==> config.mk <==
export PLATFORM = sky130hd
export DESIGN_NAME = round_robin_queue_with_expedite
export DESIGN_NICKNAME = d
export VERILOG_FILES = /design/src/design/rrqe_pkg.sv /design/src/design/rrqe_cell.sv /design/src/design/round_robin_queue_with_expedite.sv
export SDC_FILE = /design/constraint.sdc
export NUM_CORES = 2
export LEC_CHECK = 0
export ABC_AREA = 0
export BUFFER_PORTS_ARGS = -buffer_cell sky130_fd_sc_hd__buf_2
export CAP_MARGIN = 20
export CORE_AREA = 10 10 342 344
export CTS_CLUSTER_SIZE = 8
export DETAILED_ROUTE_END_ITERATION = 16
export DIE_AREA = 0 0 352 354
export MAX_ROUTING_LAYER = met4
export PLACE_DENSITY = 0.53
export SLEW_MARGIN = 25
export SYNTH_ARGS = -nofsm -noshare
export SYNTH_HDL_FRONTEND = slang
export SYNTH_SLANG_ARGS = --single-unit
==> constraint.sdc <==
create_clock -name clk_i -period 10.2 [get_ports clk_i]
set_input_delay 2.04 -clock clk_i [delete_from_list [all_inputs] [get_ports clk_i]]
set_output_delay 2.04 -clock clk_i [all_outputs]
set_load 0.03 [all_outputs]
==> src/design/rrqe_pkg.sv <==
package rrqe_pkg;

  localparam int unsigned IdW = 7;

  localparam logic [IdW-1:0] START_RESET = 7'd64;

  localparam logic OP_SERVE    = 1'b0;
  localparam logic OP_EXPEDITE = 1'b1;

  // broadcast from the top level to every cell
  typedef struct packed {
    logic           serve;
    logic           expedite;
    logic           reload;
    logic [IdW-1:0] load_count;
    logic [IdW-1:0] head;
    logic [IdW-1:0] id;
  } rrqe_ctrl_t;

endpackage

==> src/design/rrqe_cell.sv <==
module rrqe_cell
  import rrqe_pkg::*;
#(
  parameter int IDX         = 0,
  parameter int RESET_COUNT = 64
) (
  input  logic           clk_i,
  input  logic           rst_ni,
  input  rrqe_ctrl_t     ctrl_i,
  input  logic [IdW-1:0] left_value_i,
  input  logic           left_valid_i,
  input  logic [IdW-1:0] right_value_i,
  input  logic           right_valid_i,
  input  logic           match_i,
  input  logic           found_i,
  output logic [IdW-1:0] value_o,
  output logic           valid_o,
  output logic           match_o
);

  localparam logic           ResetValid = (IDX < RESET_COUNT);
  localparam logic [IdW-1:0] ResetValue = ResetValid ? IdW'(IDX + 1) : '0;

  logic [IdW-1:0] value_q, value_d;
  logic           valid_q, valid_d;
  logic           shift_in;

  assign match_o = match_i | (valid_q & (value_q == ctrl_i.id));

  // cells up to the matched one, or up to the first empty one on insert, take their left neighbor
  assign shift_in = ~match_i & (found_i | left_valid_i);

  always_comb begin
    value_d = value_q;
    valid_d = valid_q;
    if (ctrl_i.reload) begin
      valid_d = (IDX < int'(ctrl_i.load_count));
      value_d = valid_d ? IdW'(IDX + 1) : '0;
    end else if (ctrl_i.serve && valid_q) begin
      // the last occupied cell receives the old head
      value_d = right_valid_i ? right_value_i : ctrl_i.head;
    end else if (ctrl_i.expedite && shift_in) begin
      value_d = left_value_i;
      valid_d = 1'b1;
    end
  end

  always_ff @(posedge clk_i or negedge rst_ni) begin
    if (!rst_ni) begin
      value_q <= ResetValue;
      valid_q <= ResetValid;
    end else begin
      value_q <= value_d;
      valid_q <= valid_d;
    end
  end

  assign value_o = value_q;
  assign valid_o = valid_q;

endmodule

==> src/design/round_robin_queue_with_expedite.sv <==
// channel | direction | handshake               | payload
// in      | input     | in_valid_i / in_stall_o | opcode_i, req_id_i
// out     | output    | out_valid_o / out_stall_i | served_id_o
// cfg     | input     | cfg_valid_i / cfg_ready_o | start_count_i
//
// one transaction per cycle while in_stall_o is low: every cell of the list updates in
// the cycle the item is taken, the id search ripples along the row of cells
// a serve result is held in an output register; input stalls only while it waits
// reset loads ids 1..min(64, MAX_IDS); a config write reloads the list at once
module round_robin_queue_with_expedite
  import rrqe_pkg::*;
#(
  parameter int MAX_IDS = 64
) (
  input  logic           clk_i,
  input  logic           rst_ni,
  input  logic           in_valid_i,
  output logic           in_stall_o,
  input  logic           opcode_i,
  input  logic [IdW-1:0] req_id_i,
  output logic           out_valid_o,
  input  logic           out_stall_i,
  output logic [IdW-1:0] served_id_o,
  input  logic           cfg_valid_i,
  output logic           cfg_ready_o,
  input  logic [IdW-1:0] start_count_i
);

  localparam int ResetCount = (int'(START_RESET) > MAX_IDS) ? MAX_IDS : int'(START_RESET);

  logic [IdW-1:0] val_w [MAX_IDS];
  logic           vld_w [MAX_IDS];
  logic           mch_w [MAX_IDS];

  rrqe_ctrl_t     ctrl;
  logic           in_fire;
  logic           found;
  logic           id_ok;
  logic           out_valid_q, out_valid_d;
  logic [IdW-1:0] served_id_q, served_id_d;

  assign cfg_ready_o = 1'b1;
  assign in_stall_o  = out_valid_q & out_stall_i;
  assign in_fire     = in_valid_i & ~in_stall_o;

  assign found = mch_w[MAX_IDS-1];
  assign id_ok = (req_id_i != '0) && (int'(req_id_i) <= MAX_IDS);

  always_comb begin
    ctrl.reload     = cfg_valid_i & cfg_ready_o;
    ctrl.load_count = (int'(start_count_i) > MAX_IDS) ? IdW'(MAX_IDS) : start_count_i;
    ctrl.serve      = in_fire & (opcode_i == OP_SERVE);
    // a full list with no match cannot grow
    ctrl.expedite   = in_fire & (opcode_i == OP_EXPEDITE) & id_ok &
                      (found | ~vld_w[MAX_IDS-1]);
    ctrl.head       = val_w[0];
    ctrl.id         = req_id_i;
  end

  for (genvar i = 0; i < MAX_IDS; i++) begin : g_cell
    logic [IdW-1:0] left_value, right_value;
    logic           left_valid, right_valid, match_in;

    if (i == 0) begin : g_first
      // the expedited id enters from the left of the head cell
      assign left_value = req_id_i;
      assign left_valid = 1'b1;
      assign match_in   = 1'b0;
    end else begin : g_inner
      assign left_value = val_w[i-1];
      assign left_valid = vld_w[i-1];
      assign match_in   = mch_w[i-1];
    end

    if (i == MAX_IDS - 1) begin : g_last
      assign right_value = '0;
      assign right_valid = 1'b0;
    end else begin : g_mid
      assign right_value = val_w[i+1];
      assign right_valid = vld_w[i+1];
    end

    rrqe_cell #(
      .IDX        (i),
      .RESET_COUNT(ResetCount)
    ) u_cell (
      .clk_i        (clk_i),
      .rst_ni       (rst_ni),
      .ctrl_i       (ctrl),
      .left_value_i (left_value),
      .left_valid_i (left_valid),
      .right_value_i(right_value),
      .right_valid_i(right_valid),
      .match_i      (match_in),
      .found_i      (found),
      .value_o      (val_w[i]),
      .valid_o      (vld_w[i]),
      .match_o      (mch_w[i])
    );
  end

  always_comb begin
    out_valid_d = out_valid_q;
    served_id_d = served_id_q;
    if (out_valid_q && !out_stall_i) begin
      out_valid_d = 1'b0;
    end
    if (ctrl.serve) begin
      out_valid_d = 1'b1;
      served_id_d = vld_w[0] ? val_w[0] : '0;
    end
  end

  always_ff @(posedge clk_i or negedge rst_ni) begin
    if (!rst_ni) begin
      out_valid_q <= 1'b0;
    end else begin
      out_valid_q <= out_valid_d;
    end
  end

  always_ff @(posedge clk_i) begin
    served_id_q <= served_id_d;
  end

  assign out_valid_o = out_valid_q;
  assign served_id_o = served_id_q;

endmodule

==> impl_results.md <==
* Detail Route Antenna Nets at 0
* Req. time, crit path at 10.68 ns
* Startpoint Class: primary input
* Netlist cell types at 97
* F_max at 0.1382 GHz
* Mapped Cells at 4210
* Synth area leader: dfstp_2
* Detailed Route Iter0 Violations at 3137
* Register share of total power at 41.9%
* Top Usage Layer GRT: met2
* Count of buffers from port buffering at 28
* M3 GR Usage at 3.135%
* Vias in the first global route at 32181
* Pwr Density at 170.2 nW/um2
* Drt pass-1 iters at 6
* Wire per inst at 24.63 um
* Effective utilization at floorplan at 34.81%
* Clock Power Share at 35.0%
* Worst-path maximum fanout at 39
* Sw Share at 34.99%
* Yosys Warn Count at 0
* GRT Resource Usage Total at 21.57%
* Total number of vias at 32388
* Die area at 124600 um2
* FILL cells at 11182
* Post-cts sizing count at 0
* LEAKAGE at 16.14 nW
* DRC violations left at 0
* Non-filler cells, final at 5520
* Comb power frac at 23.1%
* Die height at 354 um
* Slew HR at 22.60%
* Net Count, Synth at 4230
* CTS tree: built
* Longest Clk Path Bufs at 3
* Worst Path Arrival at 7.71 ns
* Top FF cell, synth: dfstp_2
* Core Box Area at 110100 um2
* CTS Hold Bufs at 0
* Post-DR vias/cell at 5.867
* Fin. Hold Viols at 0
* Ordered list of cells on the worst path: buf_4 -> buf_4 -> xnor2_1 -> nand4_1 -> nor2_1 -> nor4_1 -> and3_1 -> and3_1 -> buf_4 -> nand3_4 -> buf_4 -> o21ai_1 -> nor2_1 -> a2111oi_0
* Post-layout minimum cycle time at 7.234 ns
* Post-CTS Setup Inserts at 0
* H-tree lvl count at 3
* First-pass GRT wire length at 208.7 mm
* Antenna violations before repair at 2
* Grt met1 use at 29.30%
* Area fraction of the dominant cell type after synthesis at 17.63%
* Die Span X at 352 um
* Fin crit share at 70.92%
* Maxcap violations at 0
* Remaining Overflow, GRT at 0
* CP max-delay cell: o21ai_1
* Largest incremental delay on the critical path at 0.81 ns
* Least-Margin Pin Slew at 1.161 ns
* Post-synthesis instance area at 38310 um2
* Post-synth EDFFs at 7
* Seq cells post-synth at 520
* Net Switching at 2.450 mW
* Synth top cells by count: 468 x nor2_1, 358 x mux2i_1, 329 x xnor2_1
* Num CTS Buffers at 76
* Endpoints failing setup at 0
* Largest net degree at the start of global routing at 158
* Final Util at 37.38%
* Hpwl dp at 86.01 mm
* Rows at 122
* CTS root buffer: clkbuf_16
* Pint at 4.553 mW
* Total power at 7.003 mW
* Asr flop ratio synth at 98.65%
* Skew final at 0.02687 ns
* # clock sinks at 520
* Setup TNS at 0 ns
* DRT Wirelength at 136.0 mm
* Clock latency on the worst-skew pair at 0.63 ns
* Placed Instances at 5379
* Peak supply drop at 0.1163 mV
* Status: complete, no violations
* Largest cells by area after synthesis: dfstp_2 18%, dfrtp_1 17%, mux2i_1 9.4%
* Fin nets at 3992
* Seq/Total Area, Yosys at 34.90%
* # IOs at 30
* CP dominant cell by count: buf_4
* Min-Delay Path Class: reg -> reg
* Share of cells above drive strength 1 at 15.00%
* Clk slew on worst S/H paths at 0.05 ns
* Count leader, synth: nor2_1
* Mapped Avg Cell Area at 9.100 um2
* Area delta synth->final at 7.371%
* Routability cong. at 0.8569
* Unrepaired setup endpoints after global routing: false
* Met2 Track Usage GR at 32.64%
* CP endpoint kind: flip-flop
* Final Max Slew Viols at 0
* Worst setup path category: in -> reg
## power groups by stage
stage	Clock [mW]	Sequential [mW]	Combinational (mW)
6_report	2.45	2.94	1.62
5_1_grt	2.58	2.97	1.76
4_1_cts	2.50	2.93	1.60
3_3_place_gp	0	2.96	1.58
3_5_place_dp	0	2.96	1.60
2_1_floorplan	0	2.65	1.33
## critical path: cells and delay by family
| family | cells | cell delay, ns |
|---|---|---|
| buffers and inverters | 4 | 2.18 |
| AND/OR/NAND/NOR | 7 | 2.01 |
| AO/OA/AOI/OAI | 2 | 1.22 |
| XOR/XNOR | 1 | 0.12 |
## metrics by stage
step | hold WS (ns) | worst slack (ns) | area (um2)
after floorplan | 0.4798 | 5.046 | 38310
after global placement | 0.5077 | 2.525 | 38870
after detailed placement | 0.5082 | 2.318 | 38880
after CTS | 0.5163 | 2.929 | 41100
after global routing | 0.5281 | 2.576 | 41130
final | 0.5191 | 2.966 | 41140
## metal layers
layer,up-vias,routed length (um)
li1,14962,-
met1,16122,62760
met2,1055,61000
met3,249,7995
met4,0,4223
met5,-,0
## flip-flops by register name, indices dropped and copies added (netlist names)
signal,flops
g_cell.u_cell.valid_o,64
g_cell.u_cell.value_o,448
out_valid_o,1
served_id_o,7
## layout by cell type, fill, tap and decap left out, drive strengths merged, types with 25 or more instances in the layout
cell     instances
mux2           103
nor2b          179
a211oi         308
o21ai          159
a2111oi         89
xor2           120
nand2          165
o211ai          31
nand4          117
and2            26
buf             72
nor3            59
o21a            33
nor4            46
nand3           37
o31ai           25
xnor2          329
mux2i          358
dfstp          257
dfrtp          256
a21oi          302
and3            38
a221o           64
clkbuf         133
nor2           468
inv             37
## logic make-up (layout without fill, tap and decap cells)
group	count (synthesis)	in the layout	share of synthesized area [%]
compound gates	1150	1150	21.31
xor+xnor	449	449	10.26
buf+inv	426	244	5.287
flops	520	520	34.90
mux	461	461	12.42
other cells	1	5	0.009788
simple gates	1203	1203	15.81
## final timing paths
check | to | startpoint | slack (ns) | cells after the start
max reg2reg | g_cell[18].u_cell.value_o[2] | g_cell[26].u_cell.value_o[4] | 4.89 | 12
max | g_cell[18].u_cell.value_o[2] | req_id_i[4] | 2.97 | 14
max in group asynchronous | g_cell[0].u_cell.value_o[3] | rst_ni | 7.09 | 2
min in group asynchronous | g_cell[38].u_cell.value_o[6] | rst_ni | 1.49 | 1
min | g_cell[11].u_cell.value_o[3] | g_cell[11].u_cell.value_o[3] | 0.52 | 1
min reg2reg | g_cell[11].u_cell.value_o[3] | g_cell[11].u_cell.value_o[3] | 0.52 | 1
## layout make-up
class / count / area (um2) / share of cell area (%)
sequential: 520 / 13400 / 32.56
timing repair buffer: 74 / 576.8 / 1.402
clock buffer: 131 / 2192 / 5.329
antenna: 4 / 10.01 / 0.02433
multi-input combinational: 3264 / 22940 / 55.77
clock inverter: 3 / 21.27 / 0.05171
inverter: 36 / 137.6 / 0.3346
tap: 1488 / 1862 / 4.526
(Power assumes the default switching activity.)
